## config.mk

```make
export PLATFORM = sky130hd
export DESIGN_NAME = pnm_binary_stream_decoder_flat
export DESIGN_NICKNAME = d
export VERILOG_FILES = /design/src/hw/rtl/pnm_pkg.sv /design/src/hw/rtl/pnm_if.sv /design/src/hw/rtl/pnm_binary_stream_decoder.sv /design/src/hw/rtl/pnm_front.sv /design/src/hw/rtl/pnm_queue.sv /design/src/hw/rtl/pnm_back.sv /design/src/flat_wrapper.sv
export SDC_FILE = /design/constraint.sdc
export NUM_CORES = 2
export LEC_CHECK = 0
export BUFFER_PORTS_ARGS = -buffer_cell sky130_fd_sc_hd__buf_2
export CORE_MARGIN = 1
export CORE_UTILIZATION = 34
export DETAILED_ROUTE_END_ITERATION = 7
export PLACE_DENSITY = 0.48
export SYNTH_ARGS = -nofsm -noshare
export SYNTH_HDL_FRONTEND = slang
export SYNTH_SLANG_ARGS = --single-unit
```

## constraint.sdc

```tcl
create_clock -name clock -period 6.9 [get_ports clock]
set_clock_uncertainty 0.2 [all_clocks]
set_input_delay 0.345 -clock clock [delete_from_list [all_inputs] [get_ports clock]]
set_output_delay 0.345 -clock clock [all_outputs]
set_load 0.05 [all_outputs]
```

## src/hw/rtl/pnm_pkg.sv

```systemverilog
// shared types and constants for the netpbm stream decoder
`default_nettype none
package pnm_pkg;
   localparam int DIM_BITS = 16;
   localparam logic [16:0] VAL_SAT = 17'd65536;
   localparam logic [16:0] DIM_MAX = 17'((64'd1 << DIM_BITS) - 64'd1);

   typedef enum logic [1:0] {
      KIND_PIXEL  = 2'd0,
      KIND_HEADER = 2'd1,
      KIND_ERROR  = 2'd2
   } kind_type;

   // work item from the parser front to the scaling back end
   typedef enum logic [1:0] {
      OP_ERROR  = 2'd0,
      OP_HEADER = 2'd1,
      OP_SAMPLE = 2'd2
   } op_type;

   typedef struct packed {
      op_type      op;
      logic [15:0] sample;
      logic        emit;      // sample completes a pixel
      logic        last;
      logic [15:0] width;
      logic [15:0] height;
      logic        gray;
      logic [15:0] maxval;
   } job_type;

   typedef struct packed {
      logic [7:0]  data_byte;
      logic        start_of_image;
   } req_type;

   typedef struct packed {
      kind_type    kind;
      logic [7:0]  red;
      logic [7:0]  green;
      logic [7:0]  blue;
      logic [15:0] image_width;
      logic [15:0] image_height;
      logic        gray_source;
      logic        last_pixel;
   } rsp_type;
endpackage
`default_nettype wire

```

## src/hw/rtl/pnm_if.sv

```systemverilog
// valid/ready channel interface
`default_nettype none
interface pnm_if #(parameter type payload_type = logic);
   logic        valid;
   logic        ready;
   payload_type data;
   modport source (output valid, output data, input ready);
   modport sink (input valid, input data, output ready);
endinterface
`default_nettype wire

```

## src/hw/rtl/pnm_binary_stream_decoder.sv

```systemverilog
// top level of the netpbm P5/P6 stream decoder
`default_nettype none
// Takes one file byte per beat on req and returns header, error and RGB pixel
// beats on rsp. Header bytes are parsed at one byte per cycle while the queue
// has room; each raster sample is scaled by a 24-step restoring divider, and no
// new sample is taken until it is done. A two-entry queue separates the parser
// from the divider, and the cycle after maxval is spent forming width*height.
module pnm_binary_stream_decoder (
   input  wire logic clock,
   input  wire logic reset,
   pnm_if.sink       req,
   pnm_if.source     rsp
);
   import pnm_pkg::*;
   logic    fj_valid, q_nf, q_ne, b_ready;
   job_type fj_data, q_data;

   pnm_front u_front (
      .clock, .reset, .in_valid(req.valid), .in_ready(req.ready), .in_data(req.data),
      .job_valid(fj_valid), .job_ready(q_nf), .job_data(fj_data)
   );
   pnm_queue u_queue (
      .clock, .reset, .push(fj_valid), .push_data(fj_data), .not_full(q_nf),
      .not_empty(q_ne), .pop(q_ne && b_ready), .pop_data(q_data)
   );
   pnm_back u_back (
      .clock, .reset, .job_valid(q_ne), .job_ready(b_ready), .job_data(q_data),
      .out_valid(rsp.valid), .out_ready(rsp.ready), .out_data(rsp.data)
   );

   a_no_push_full: assert property (@(posedge clock) disable iff (reset)
      fj_valid |-> q_nf) else $error("push into full queue");
   a_err_clean: assert property (@(posedge clock) disable iff (reset)
      (rsp.valid && rsp.data.kind == KIND_ERROR) |-> (rsp.data.image_width == 16'd0))
      else $error("error beat carries width");
endmodule
`default_nettype wire

```

## src/hw/rtl/pnm_front.sv

```systemverilog
// header parser and sample framer
`default_nettype none
module pnm_front (
   input  wire logic             clock,
   input  wire logic             reset,
   input  wire logic             in_valid,
   output logic                  in_ready,
   input  wire pnm_pkg::req_type in_data,
   output logic                  job_valid,
   input  wire logic             job_ready,
   output pnm_pkg::job_type      job_data
);
   import pnm_pkg::*;

   typedef enum logic [2:0] {
      PH_MAGIC_P, PH_MAGIC_D, PH_HEADER, PH_COMMENT, PH_PIXELS, PH_DONE, PH_ERROR
   } phase_type;
   typedef enum logic [1:0] {TK_IDLE, TK_SIGN, TK_DIGITS, TK_STOPPED} tok_type;

   phase_type   phase_ff, phase_in;
   tok_type     tok_ff, tok_in;
   logic        gray_ff, gray_in;
   logic [16:0] val_ff, val_in;
   logic [1:0]  fcnt_ff, fcnt_in;
   logic [15:0] width_ff, width_in, height_ff, height_in, max_ff, max_in;
   logic [7:0]  hi_ff, hi_in;
   logic [2:0]  bph_ff, bph_in;
   logic [31:0] left_ff, left_in;
   // pixel count product is taken in the cycle after the header ends
   logic        mul_pend_ff, mul_pend_in;
   logic        emit;
   job_type     job;
   logic [7:0]  b;
   logic        ws, dig, two;
   logic [20:0] tv;
   logic [16:0] v;
   logic [31:0] left_dec;

   assign in_ready = job_ready && !mul_pend_ff;
   assign job_valid = in_valid && in_ready && emit;
   assign job_data = job;

   always_comb begin
      phase_in = phase_ff; tok_in = tok_ff; gray_in = gray_ff; val_in = val_ff;
      fcnt_in = fcnt_ff; width_in = width_ff; height_in = height_ff; max_in = max_ff;
      hi_in = hi_ff; bph_in = bph_ff; left_in = left_ff; mul_pend_in = 1'b0;
      emit = 1'b0;
      b = in_data.data_byte;
      if (in_data.start_of_image) begin
         phase_in = PH_MAGIC_P; tok_in = TK_IDLE; gray_in = 1'b0; val_in = '0;
         fcnt_in = '0; width_in = '0; height_in = '0; max_in = '0;
         hi_in = '0; bph_in = '0; left_in = '0;
      end
      ws = (b == 8'h20) || (b >= 8'h09 && b <= 8'h0D);
      dig = (b >= 8'h30) && (b <= 8'h39);
      two = max_in > 16'd255;
      tv = 21'({val_in, 3'b000}) + 21'({val_in, 1'b0}) + 21'(b - 8'h30);
      v = val_in;
      left_dec = (left_in != 32'd0) ? left_in - 32'd1 : left_in;
      job = '0;
      job.width = width_in; job.height = height_in; job.gray = gray_in;
      job.maxval = max_in;
      job.last = (left_dec == 32'd0);
      unique case (phase_in)
         PH_MAGIC_P: begin
            if (b != 8'h50) begin emit = 1'b1; phase_in = PH_ERROR; end
            else phase_in = PH_MAGIC_D;
         end
         PH_MAGIC_D: begin
            if (b != 8'h35 && b != 8'h36) begin emit = 1'b1; phase_in = PH_ERROR; end
            else begin gray_in = (b == 8'h35); phase_in = PH_HEADER; end
         end
         PH_HEADER: begin
            if (b == 8'h00) begin emit = 1'b1; phase_in = PH_ERROR; end
            else if (tok_in == TK_IDLE) begin
               if (b == 8'h23) phase_in = PH_COMMENT;
               else if (!ws) begin
                  val_in = dig ? 17'(b - 8'h30) : '0;
                  tok_in = dig ? TK_DIGITS : (b == 8'h2B ? TK_SIGN : TK_STOPPED);
               end
            end else if (ws) begin
               tok_in = TK_IDLE; val_in = '0;
               if (v < 17'd1 || v > 17'd65535) begin emit = 1'b1; phase_in = PH_ERROR; end
               else if (fcnt_in == 2'd0) begin
                  if (v > DIM_MAX) begin emit = 1'b1; phase_in = PH_ERROR; end
                  else begin width_in = v[15:0]; fcnt_in = 2'd1; end
               end else if (fcnt_in == 2'd1) begin
                  if (v > DIM_MAX) begin emit = 1'b1; phase_in = PH_ERROR; end
                  else begin height_in = v[15:0]; fcnt_in = 2'd2; end
               end else begin
                  max_in = v[15:0]; fcnt_in = 2'd3; bph_in = '0;
                  phase_in = PH_PIXELS; mul_pend_in = 1'b1; emit = 1'b1;
                  job.op = OP_HEADER; job.maxval = v[15:0];
               end
            end else if (dig && tok_in != TK_STOPPED) begin
               val_in = (tv > 21'(VAL_SAT)) ? VAL_SAT : tv[16:0];
               tok_in = TK_DIGITS;
            end else tok_in = TK_STOPPED;
         end
         PH_COMMENT: begin
            if (b == 8'h00) begin emit = 1'b1; phase_in = PH_ERROR; end
            else if (b == 8'h0A) phase_in = PH_HEADER;
         end
         PH_PIXELS: begin
            if (two && !bph_in[0]) begin
               hi_in = b; bph_in = bph_in + 3'd1;
            end else begin
               emit = 1'b1;
               job.op = OP_SAMPLE;
               job.sample = two ? {hi_in, b} : {8'h00, b};
               if (gray_in || (two ? bph_in[2:1] : bph_in[1:0]) == 2'd2) begin
                  job.emit = 1'b1; bph_in = '0; left_in = left_dec;
                  if (left_dec == 32'd0) phase_in = PH_DONE;
               end else bph_in = bph_in + 3'd1;
            end
         end
         PH_DONE, PH_ERROR: ;
         default: ;
      endcase
      if (job.op == OP_ERROR) job.width = '0;
      if (job.op == OP_ERROR) job.height = '0;
      if (job.op == OP_ERROR) job.gray = 1'b0;
   end

   always_ff @(posedge clock) begin
      if (reset) begin
         phase_ff <= PH_MAGIC_P; tok_ff <= TK_IDLE; gray_ff <= 1'b0; val_ff <= '0;
         fcnt_ff <= '0; width_ff <= '0; height_ff <= '0; max_ff <= '0;
         hi_ff <= '0; bph_ff <= '0; left_ff <= '0; mul_pend_ff <= 1'b0;
      end else begin
         mul_pend_ff <= 1'b0;
         if (mul_pend_ff) left_ff <= width_ff * height_ff;
         if (in_valid && in_ready) begin
            phase_ff <= phase_in; tok_ff <= tok_in; gray_ff <= gray_in;
            val_ff <= val_in; fcnt_ff <= fcnt_in; width_ff <= width_in;
            height_ff <= height_in; max_ff <= max_in; hi_ff <= hi_in;
            bph_ff <= bph_in; left_ff <= left_in; mul_pend_ff <= mul_pend_in;
         end
      end
   end
endmodule
`default_nettype wire

```

## src/hw/rtl/pnm_queue.sv

```systemverilog
// two-entry job queue between parser and back end
`default_nettype none
module pnm_queue (
   input  wire logic             clock,
   input  wire logic             reset,
   input  wire logic             push,
   input  wire pnm_pkg::job_type push_data,
   output logic                  not_full,
   output logic                  not_empty,
   input  wire logic             pop,
   output pnm_pkg::job_type      pop_data
);
   import pnm_pkg::*;
   job_type    mem_ff [2];
   logic       wp_ff, rp_ff;
   logic [1:0] cnt_ff;

   assign not_full = cnt_ff != 2'd2;
   assign not_empty = cnt_ff != 2'd0;
   assign pop_data = mem_ff[rp_ff];

   always_ff @(posedge clock) begin
      if (push) mem_ff[wp_ff] <= push_data;
   end
   always_ff @(posedge clock) begin
      if (reset) begin
         wp_ff <= 1'b0; rp_ff <= 1'b0; cnt_ff <= '0;
      end else begin
         if (push) wp_ff <= !wp_ff;
         if (pop) rp_ff <= !rp_ff;
         cnt_ff <= cnt_ff + 2'(push) - 2'(pop);
      end
   end
endmodule
`default_nettype wire

```

## src/hw/rtl/pnm_back.sv

```systemverilog
// sample scaling by a serial divider and pixel assembly
`default_nettype none
module pnm_back (
   input  wire logic             clock,
   input  wire logic             reset,
   input  wire logic             job_valid,
   output logic                  job_ready,
   input  wire pnm_pkg::job_type job_data,
   output logic                  out_valid,
   input  wire logic             out_ready,
   output pnm_pkg::rsp_type      out_data
);
   import pnm_pkg::*;
   typedef enum logic [1:0] {ST_IDLE, ST_DIV, ST_FINISH} state_type;

   state_type   state_ff;
   job_type     job_ff;
   logic [23:0] num_ff;
   logic [23:0] quo_ff;
   logic [23:0] rem_ff;
   logic [4:0]  cnt_ff;
   logic [1:0]  chan_ff;
   logic [7:0]  red_ff, green_ff;
   logic        ovalid_ff;
   rsp_type     odata_ff;
   logic [24:0] rtry;
   logic [7:0]  sc;

   assign job_ready = (state_ff == ST_IDLE) && (!ovalid_ff || out_ready);
   assign out_valid = ovalid_ff;
   assign out_data = odata_ff;
   assign rtry = {rem_ff, num_ff[23]} - {9'd0, job_ff.maxval};
   assign sc = (job_ff.maxval == 16'd0) ? 8'd0 : ((|quo_ff[23:8]) ? 8'd255 : quo_ff[7:0]);

   always_ff @(posedge clock) begin
      if (reset) begin
         state_ff <= ST_IDLE; ovalid_ff <= 1'b0; chan_ff <= '0;
      end else begin
         if (ovalid_ff && out_ready) ovalid_ff <= 1'b0;
         unique case (state_ff)
            ST_IDLE: if (job_valid && job_ready) begin
               job_ff <= job_data;
               if (job_data.op == OP_SAMPLE) begin
                  // sample*255 = (s<<8) - s
                  num_ff <= {job_data.sample, 8'd0} - {8'd0, job_data.sample};
                  rem_ff <= '0; quo_ff <= '0; cnt_ff <= '0;
                  state_ff <= ST_DIV;
               end else begin
                  ovalid_ff <= 1'b1;
                  chan_ff <= '0;
                  odata_ff.kind <= (job_data.op == OP_HEADER) ? KIND_HEADER : KIND_ERROR;
                  odata_ff.red <= '0;
                  odata_ff.green <= '0;
                  odata_ff.blue <= '0;
                  odata_ff.image_width <= job_data.width;
                  odata_ff.image_height <= job_data.height;
                  odata_ff.gray_source <= job_data.gray;
                  odata_ff.last_pixel <= 1'b0;
               end
            end
            ST_DIV: begin
               num_ff <= {num_ff[22:0], 1'b0};
               if (!rtry[24]) begin
                  rem_ff <= rtry[23:0]; quo_ff <= {quo_ff[22:0], 1'b1};
               end else begin
                  rem_ff <= {rem_ff[22:0], num_ff[23]}; quo_ff <= {quo_ff[22:0], 1'b0};
               end
               cnt_ff <= cnt_ff + 5'd1;
               if (cnt_ff == 5'd23) state_ff <= ST_FINISH;
            end
            ST_FINISH: if (!ovalid_ff || out_ready) begin
               state_ff <= ST_IDLE;
               if (job_ff.gray || job_ff.emit) begin
                  ovalid_ff <= 1'b1;
                  chan_ff <= '0;
                  odata_ff.kind <= KIND_PIXEL;
                  odata_ff.red <= job_ff.gray ? sc : red_ff;
                  odata_ff.green <= job_ff.gray ? sc : green_ff;
                  odata_ff.blue <= sc;
                  odata_ff.image_width <= job_ff.width;
                  odata_ff.image_height <= job_ff.height;
                  odata_ff.gray_source <= job_ff.gray;
                  odata_ff.last_pixel <= job_ff.last;
               end else begin
                  if (chan_ff == 2'd0) red_ff <= sc; else green_ff <= sc;
                  chan_ff <= chan_ff + 2'd1;
               end
            end
            default: state_ff <= ST_IDLE;
         endcase
      end
   end
endmodule
`default_nettype wire

```

## src/flat_wrapper.sv

```systemverilog
// flat-port wrapper written by rule: the top's interface ports become plain ports
module pnm_binary_stream_decoder_flat import pnm_pkg::*;
  (clock, reset, req_valid, req_data, req_ready, rsp_valid, rsp_data, rsp_ready);
  pnm_if #(.payload_type(req_type)) req_i ();
  pnm_if #(.payload_type(rsp_type)) rsp_i ();
  input  wire logic clock;
  input  wire logic reset;
  input wire logic [$bits(req_i.valid)-1:0] req_valid;
  input wire logic [$bits(req_i.data)-1:0] req_data;
  output wire logic [$bits(req_i.ready)-1:0] req_ready;
  output wire logic [$bits(rsp_i.valid)-1:0] rsp_valid;
  output wire logic [$bits(rsp_i.data)-1:0] rsp_data;
  input wire logic [$bits(rsp_i.ready)-1:0] rsp_ready;
  assign req_i.valid = req_valid;
  assign req_i.data = req_data;
  assign req_ready = req_i.ready;
  assign rsp_valid = rsp_i.valid;
  assign rsp_data = rsp_i.data;
  assign rsp_i.ready = rsp_ready;
  pnm_binary_stream_decoder u_core (.clock(clock), .reset(reset), .req(req_i), .rsp(rsp_i));
endmodule
```

* Word level (Yosys, flattened, before mapping)
Memories as Yosys holds them, arrays and structs flattened. A register that Yosys moved wholly into a read port is not among the register bits.
Cells that the tools add are included.
** Cells by class
- Div/mod/pow operators :: 0
- Reductions and logical operators :: 44
- $mul :: 1
- Bitwise logic cells :: 6
- Magnitude comparators :: 8
- Shift operators :: 0
- Add/subtract/negate cells :: 12
- Equal/unequal tests :: 27
- Muxes and demuxes :: 165
** Operator list (number)
- 16-bit 2-to-1 mux :: 28
- 60-bit 2-to-1 mux :: 4
- 32-bit 2-to-1 mux :: 7
- 17-bit 2-to-1 mux :: 11
- 24-bit one-hot mux with 2 select lines :: 3
- 24-bit 2-to-1 mux :: 5
- 60-bit one-hot mux with 2 select lines :: 1
- 3-bit 2-to-1 mux :: 25
- 2-bit 2-to-1 mux :: 29
- 8-bit 2-to-1 mux :: 7
- 1-bit 2-to-1 mux :: 34
- 8-bit by 6-bit equality test with 1-bit output, second input constant :: 4
- 32-bit zero test :: 1
- 16-bit by 16-bit multiplier with 32-bit output :: 1
- 32-bit nonzero test :: 1
- 32-bit by 1-bit subtractor with 32-bit output, second input constant :: 1
- 25-bit by 16-bit subtractor with 25-bit output :: 1
- 24-bit by 16-bit subtractor with 24-bit output :: 1
- 20-bit by 18-bit adder with 21-bit output :: 1
- 21-bit adder :: 1
- 21-bit by 17-bit greater-than comparator with 1-bit output, second input constant :: 1
- 19-bit 2-to-1 mux :: 1
- 8-bit by 6-bit subtractor with 9-bit output, second input constant :: 2
- 17-bit by 16-bit greater-than comparator with 1-bit output, second input constant :: 1
- other kinds (45) :: 92
** Storage, ports and cells
- Bits of input ports :: 13
- ROM bits :: 0
- Memories kept :: 1
- Register bits after elaboration :: 330
- Bits in latches :: 0
- Logic and storage cells :: 302
- RAM bits :: 138
** Memories
- u_core.u_queue.mem_ff :: depth 2, bits a word 69, rd ports 1, clocked after Yosys merged registers in 1, wr ports 1, line pnm_queue.sv:14 : job_type mem_ff [2];

* Longest topological paths before layout
- Word-level depth :: 13
- Gate-level depth with buffers :: 24
- Gate-level depth less buffers :: 23

* Cells and area by module
A second synthesis with hierarchy kept.
** Second synthesis, totals
- Cells, all modules :: 3340
- Area total of the unflattened synthesis :: 32672.6 sq um
** By module, submodules not included
- pnm_front :: instances 1, area each 17596.9 sq um, seq. area each 2342.2 sq um, cells each 2241
- pnm_back :: instances 1, area each 9831.9 sq um, seq. area each 6226.0 sq um, cells each 862
- pnm_queue :: instances 1, area each 5237.5 sq um, seq. area each 4244.1 sq um, cells each 236
- pnm_binary_stream_decoder :: instances 1, area each 6.3 sq um, seq. area each 0.0 sq um, cells each 1

* Worst setup path before layout
OpenSTA, ideal clock, no wires.
- Path type :: register -> register
- Start :: register with a tool-made name
- End :: register u_core.u_back.cnt_ff[0], enable pin
- Data arrival time :: 6.678 ns
- Setup time :: 0.607 ns
- Buffers on the path :: 3
- Data required time :: 6.093 ns
- Clock period less this slack :: 7.484 ns
- Setup slack :: -0.584 ns
- Cell stages (with the launch flop) :: 7
- Cells stage by stage :: dfxtp_1 clkbuf_1 buf_2 buf_1 a32o_1 a21oi_1 nor3_1
** RTL lines
- to (signal assigned) :: line pnm_back.sv:68 : cnt_ff <= cnt_ff + 5'd1;
- to (decl) :: line pnm_back.sv:21 : logic [4:0] cnt_ff;

* Worst setup path in the final report
- Start :: register u_core.u_front.width_ff[9]
- End :: register u_core.u_front.left_ff[28]
** On the way
- Cells in the longest elaborated chain, start to end :: 3
** Ends and longest elaborated chain
- from (decl) :: line pnm_front.sv:25 : logic [15:0] width_ff, width_in, height_ff, height_in, max_ff, max_in;
- from (signal assigned) :: line pnm_front.sv:135 : val_ff <= val_in; fcnt_ff <= fcnt_in; width_ff <= width_in;
- 16-bit by 16-bit multiplier with 32-bit output :: line pnm_front.sv:132 : if (mul_pend_ff) left_ff <= width_ff * height_ff;
- 32-bit 2-to-1 mux :: line pnm_front.sv:132
- 32-bit 2-to-1 mux :: line pnm_front.sv:133 : if (in_valid && in_ready) begin
- to (signal assigned) :: line pnm_front.sv:132
- to (signal assigned) :: line pnm_front.sv:137 : bph_ff <= bph_in; left_ff <= left_in; mul_pend_ff <= mul_pend_in;
- to (decl) :: line pnm_front.sv:28 : logic [31:0] left_ff, left_in;
No other way between the ends. The select of a mux whose other input is x is not followed.
A chain may end at the register's enable or synchronous reset.

==> impl_results.md <==
* Final hold viol count at 0
* Pin count of the biggest net entering global routing at 118
* CTS Buf Count at 55
* I/O Pins at 75
* Leak at 14.67 nW
* CP Depth at 21
* Post-synthesis sequential area ratio at 0.3942
* Die width at 311.2 um
* Initial antenna violation count at 0
* Layout area overhead at 12.61%
* Post-CTS setup buffer count at 0
* Main combinational cell family by area after synthesis: adder cells
* # DRC at 0
* Average cell area after synthesis at 9.902 um2
* Least-Margin Pin Slew at 1.149 ns
* Vias per cell at 5.132
* Avg WL per Cell at 19.09 um
* Core Area at 94870 um2
* Met3 Routed Length at 3.216 mm
* Post-Place Cells at 4542
* Final Setup Violations at 0
* Kind of critical path: flip-flop to flip-flop
* Xor and xnor area share after synthesis at 0.02210
* Filler instances at 9422
* Clock tree buffer depth at 3
* Routed vias at 23.88k
* Rows at 113
* Final Wtd Congestion at 0.8652
* Compound-cell area share of the yosys netlist at 0.1250
* Hold Crit Depth at 4
* Layout cells sized above 1 at 0.1074
* Post-route ant nets at 0
* Detailed Place HPWL at 65.42 mm
* Slew headroom at 0.2291
* Critical path's slowest cell: dfxtp_1
* Synthesis warning total at 0
* Post-Synth Simple-Gate Area at 0.1793
* Arrival time worst endpoint at 6.84 ns
* Nets at 3728
* Sw frac at 0.3327
* Port-buffer cells at 74
* CTS tree: done
* Number of flops mapped to enable cells by yosys at 342
* Post-Route WL at 88.83 mm
* Slew Limit Fails at 0
* Final min period at 6.499 ns
* Total clock sinks at 469
* ANT cells at 0
* Global Route Usage Sum at 0.1852
* Root Buffer: clkbuf_16
* Post-synthesis mux area share at 0.02991
* Crit Path Max Fanout at 10
* CP top delay family: adder cells
* Mapped Nets at 3668
* First-pass GRT wire length at 142.6 mm
* Outcome: finished clean
* Asr flop ratio synth at 0
* Psw at 0.003161 W
* Commonest non-fill, non-tap cell in the layout: nor2_1
* FF-to-FF path depth at 21
* TNS Setup at 0 ns
* Die ar. at 96820 um2
* Peak supply drop at 217.6 uV
* Final cycle utilization of the critical path at 0.9418
* Clk slew on worst S/H paths at 0.06 ns
* HP Start: rsp_ready
* Distinct cells, synth at 98
* Fin cells at 4653
* Post-synthesis adder-cell area fraction at 0.1927
* Prevailing post-synth register cell: edfxtp_1
* First-pass DRT Iterations at 5
* Die Y-Extent at 311.2 um
* Critical Path RT at 7.24 ns
* Internal power at 0.006340 W
* Combinational Power Share at 0.270
* Most frequent cells in the layout: 344 x nor2_1, 342 x edfxtp_1, 314 x inv_1, 299 x nand2_1, 212 x and2_1
* Fmax at 153.9 MHz
* Post-synthesis register bit count at 469
* Remaining global-route overflow at 0
* Crit start category: flip-flop
* CP cell instances: buf_4 -> and2_1 -> fa_1 -> inv_1 -> fa_1 -> fa_1 -> inv_1 -> fa_1 -> fa_1 -> inv_1 -> fa_1 -> inv_1 -> ha_1 -> a21o_1 -> a21oi_1 -> o21ai_0 -> a2bb2oi_2 -> o41a_1 -> o21ai_0 -> xor2_1 -> a22o_1
* Clk_lat worst skew at 0.65 ns
* Overall power at 0.009502 W
* Crit path buffers/inverters at 5
* Clock power share at 0.331
* Power density cells at 259.6 nW/um2
* DR top layer: met4
* DR iter-0 viols at 1519
* H-Tree Level Count at 2
* Reg power frac at 0.400
* Routed length on met2 at 42.11 mm
* Mapped Area at 32500 um2
* Cells after Synth at 3282
* Starting density of the core at 0.3426
* Number of global-route vias before repair at 24.24k
* Unrepaired setup endpoints after global routing: false
* Cell mode on critical path: fa_1
* FF-to-FF Start: u_core.u_front.width_ff[9]
* Crit path launch: u_core.u_front.width_ff[9]
* Crit path capture type: flip-flop
* Min-Delay Path Class: input port to flip-flop
* Maxcap violations at 0
* Crit-path max cell delay at 0.70 ns
* Post-Route M1 WL at 40.06 mm
## cells in the mapped netlist, types with 32 or more instances
cell / instances / area, um2
a21o_1: 36 / 270.3
and2_1: 213 / 1333
mux2_2: 57 / 641.9
clkbuf_1: 123 / 461.7
a211oi_1: 32 / 240.2
mux2i_1: 33 / 330.3
xnor2_1: 47 / 411.6
nor3_1: 65 / 325.3
inv_1: 314 / 1179
nor2b_1: 37 / 231.5
nand3_1: 37 / 185.2
fa_1: 211 / 4224
a22oi_1: 60 / 450.4
a21oi_1: 151 / 755.7
nand2_1: 299 / 1122
xor2_1: 35 / 306.5
o21ai_0: 109 / 545.5
ha_1: 162 / 2027
edfxtp_1: 342 / 10270
dfxtp_1: 127 / 2542
nor2_1: 348 / 1306
nand2b_1: 34 / 212.7
## state kept, by name, indices dropped and copies added (netlist names), 16 cells and up, named ones only
register / cells
u_core.u_back.job_ff: 51
u_core.u_back.rem_ff: 24
u_core.u_back.out_data: 60
u_core.u_back.quo_ff: 24
u_core.u_queue.mem_ff: 138
u_core.u_back.num_ff: 24
u_core.u_front.width_ff: 16
u_core.u_front.val_ff: 17
u_core.u_front.left_ff: 32
u_core.u_front.height_ff: 16
u_core.u_front.max_ff: 16
## metrics by stage
step	util	instance area (um2)	hold WS [ns]	setup slack [ns]
after floorplan	-	32500	0.2449	0.5022
after global placement	0.3641	34540	0.2582	0.4171
after detailed placement	0.3641	34540	0.2679	0.3443
after CTS	0.3857	36590	0.02320	0.3354
after global routing	0.3858	36600	0.05676	0.05034
final	0.3858	36600	0.03380	0.4014
## metal layers
| layer | up-vias | global-route usage |
|---|---|---|
| li1 | 11500 | - |
| met1 | 11780 | 0.2468 |
| met2 | 470 | 0.3064 |
| met3 | 131 | 0.02246 |
| met5 | - | 0 |
| met4 | 0 | 0.07199 |
## cell families after synthesis
| group | after synthesis |
|---|---|
| compound gates | 606 |
| xor+xnor | 82 |
| fa+ha+maj | 374 |
| buf+inv | 479 |
| flops | 469 |
| mux | 90 |
| simple gates | 1182 |
## power groups by stage
stage / Clock (W) / Combinational, W / Sequential [W]
global placement: 0 / 0.00258 / 0.00386
detailed placement: 0 / 0.00258 / 0.00386
global route: 0.00334 / 0.00283 / 0.00384
CTS: 0.00323 / 0.00259 / 0.00381
finish: 0.00314 / 0.00256 / 0.00380
floorplan: 0 / 0.00170 / 0.00403
## tightest hold or removal path, cell delays in order
cell	delay [ns]
buf_2	0.08
nor2b_1	0.14
a22oi_1	0.20
nor2_1	0.06
## worst paths after layout
check | slack (ns) | endpoint
setup / recovery | 0.40 | u_core.u_front.left_ff[28]
hold / removal | 0.03 | u_core.u_back.state_ff[1]
setup reg to reg | 0.40 | u_core.u_front.left_ff[28]
hold reg to reg | 0.27 | u_core.u_back.chan_ff[1]
## what timing repair did
| action | CTS | global route |
|---|---|---|
| gates resized for setup | 0 | 2 |
| endpoints found under the hold margin | 10 | 0 |
| hold buffers | 8 | 0 |
| endpoints found under the setup margin | 0 | 2 |
## final cells by class
class,instances,area [um2],share of cell area
multi-input cells,2334,17910,0.4895
flip-flops and latches,469,12820,0.3503
well taps,1265,1583,0.04325
clock buffers,63,1416,0.03870
inverters,314,1179,0.03221
repair buffers,168,1139,0.03111
clock inverters,40,549.3,0.01501
Note: power is estimated with default switching activity, not from simulation.
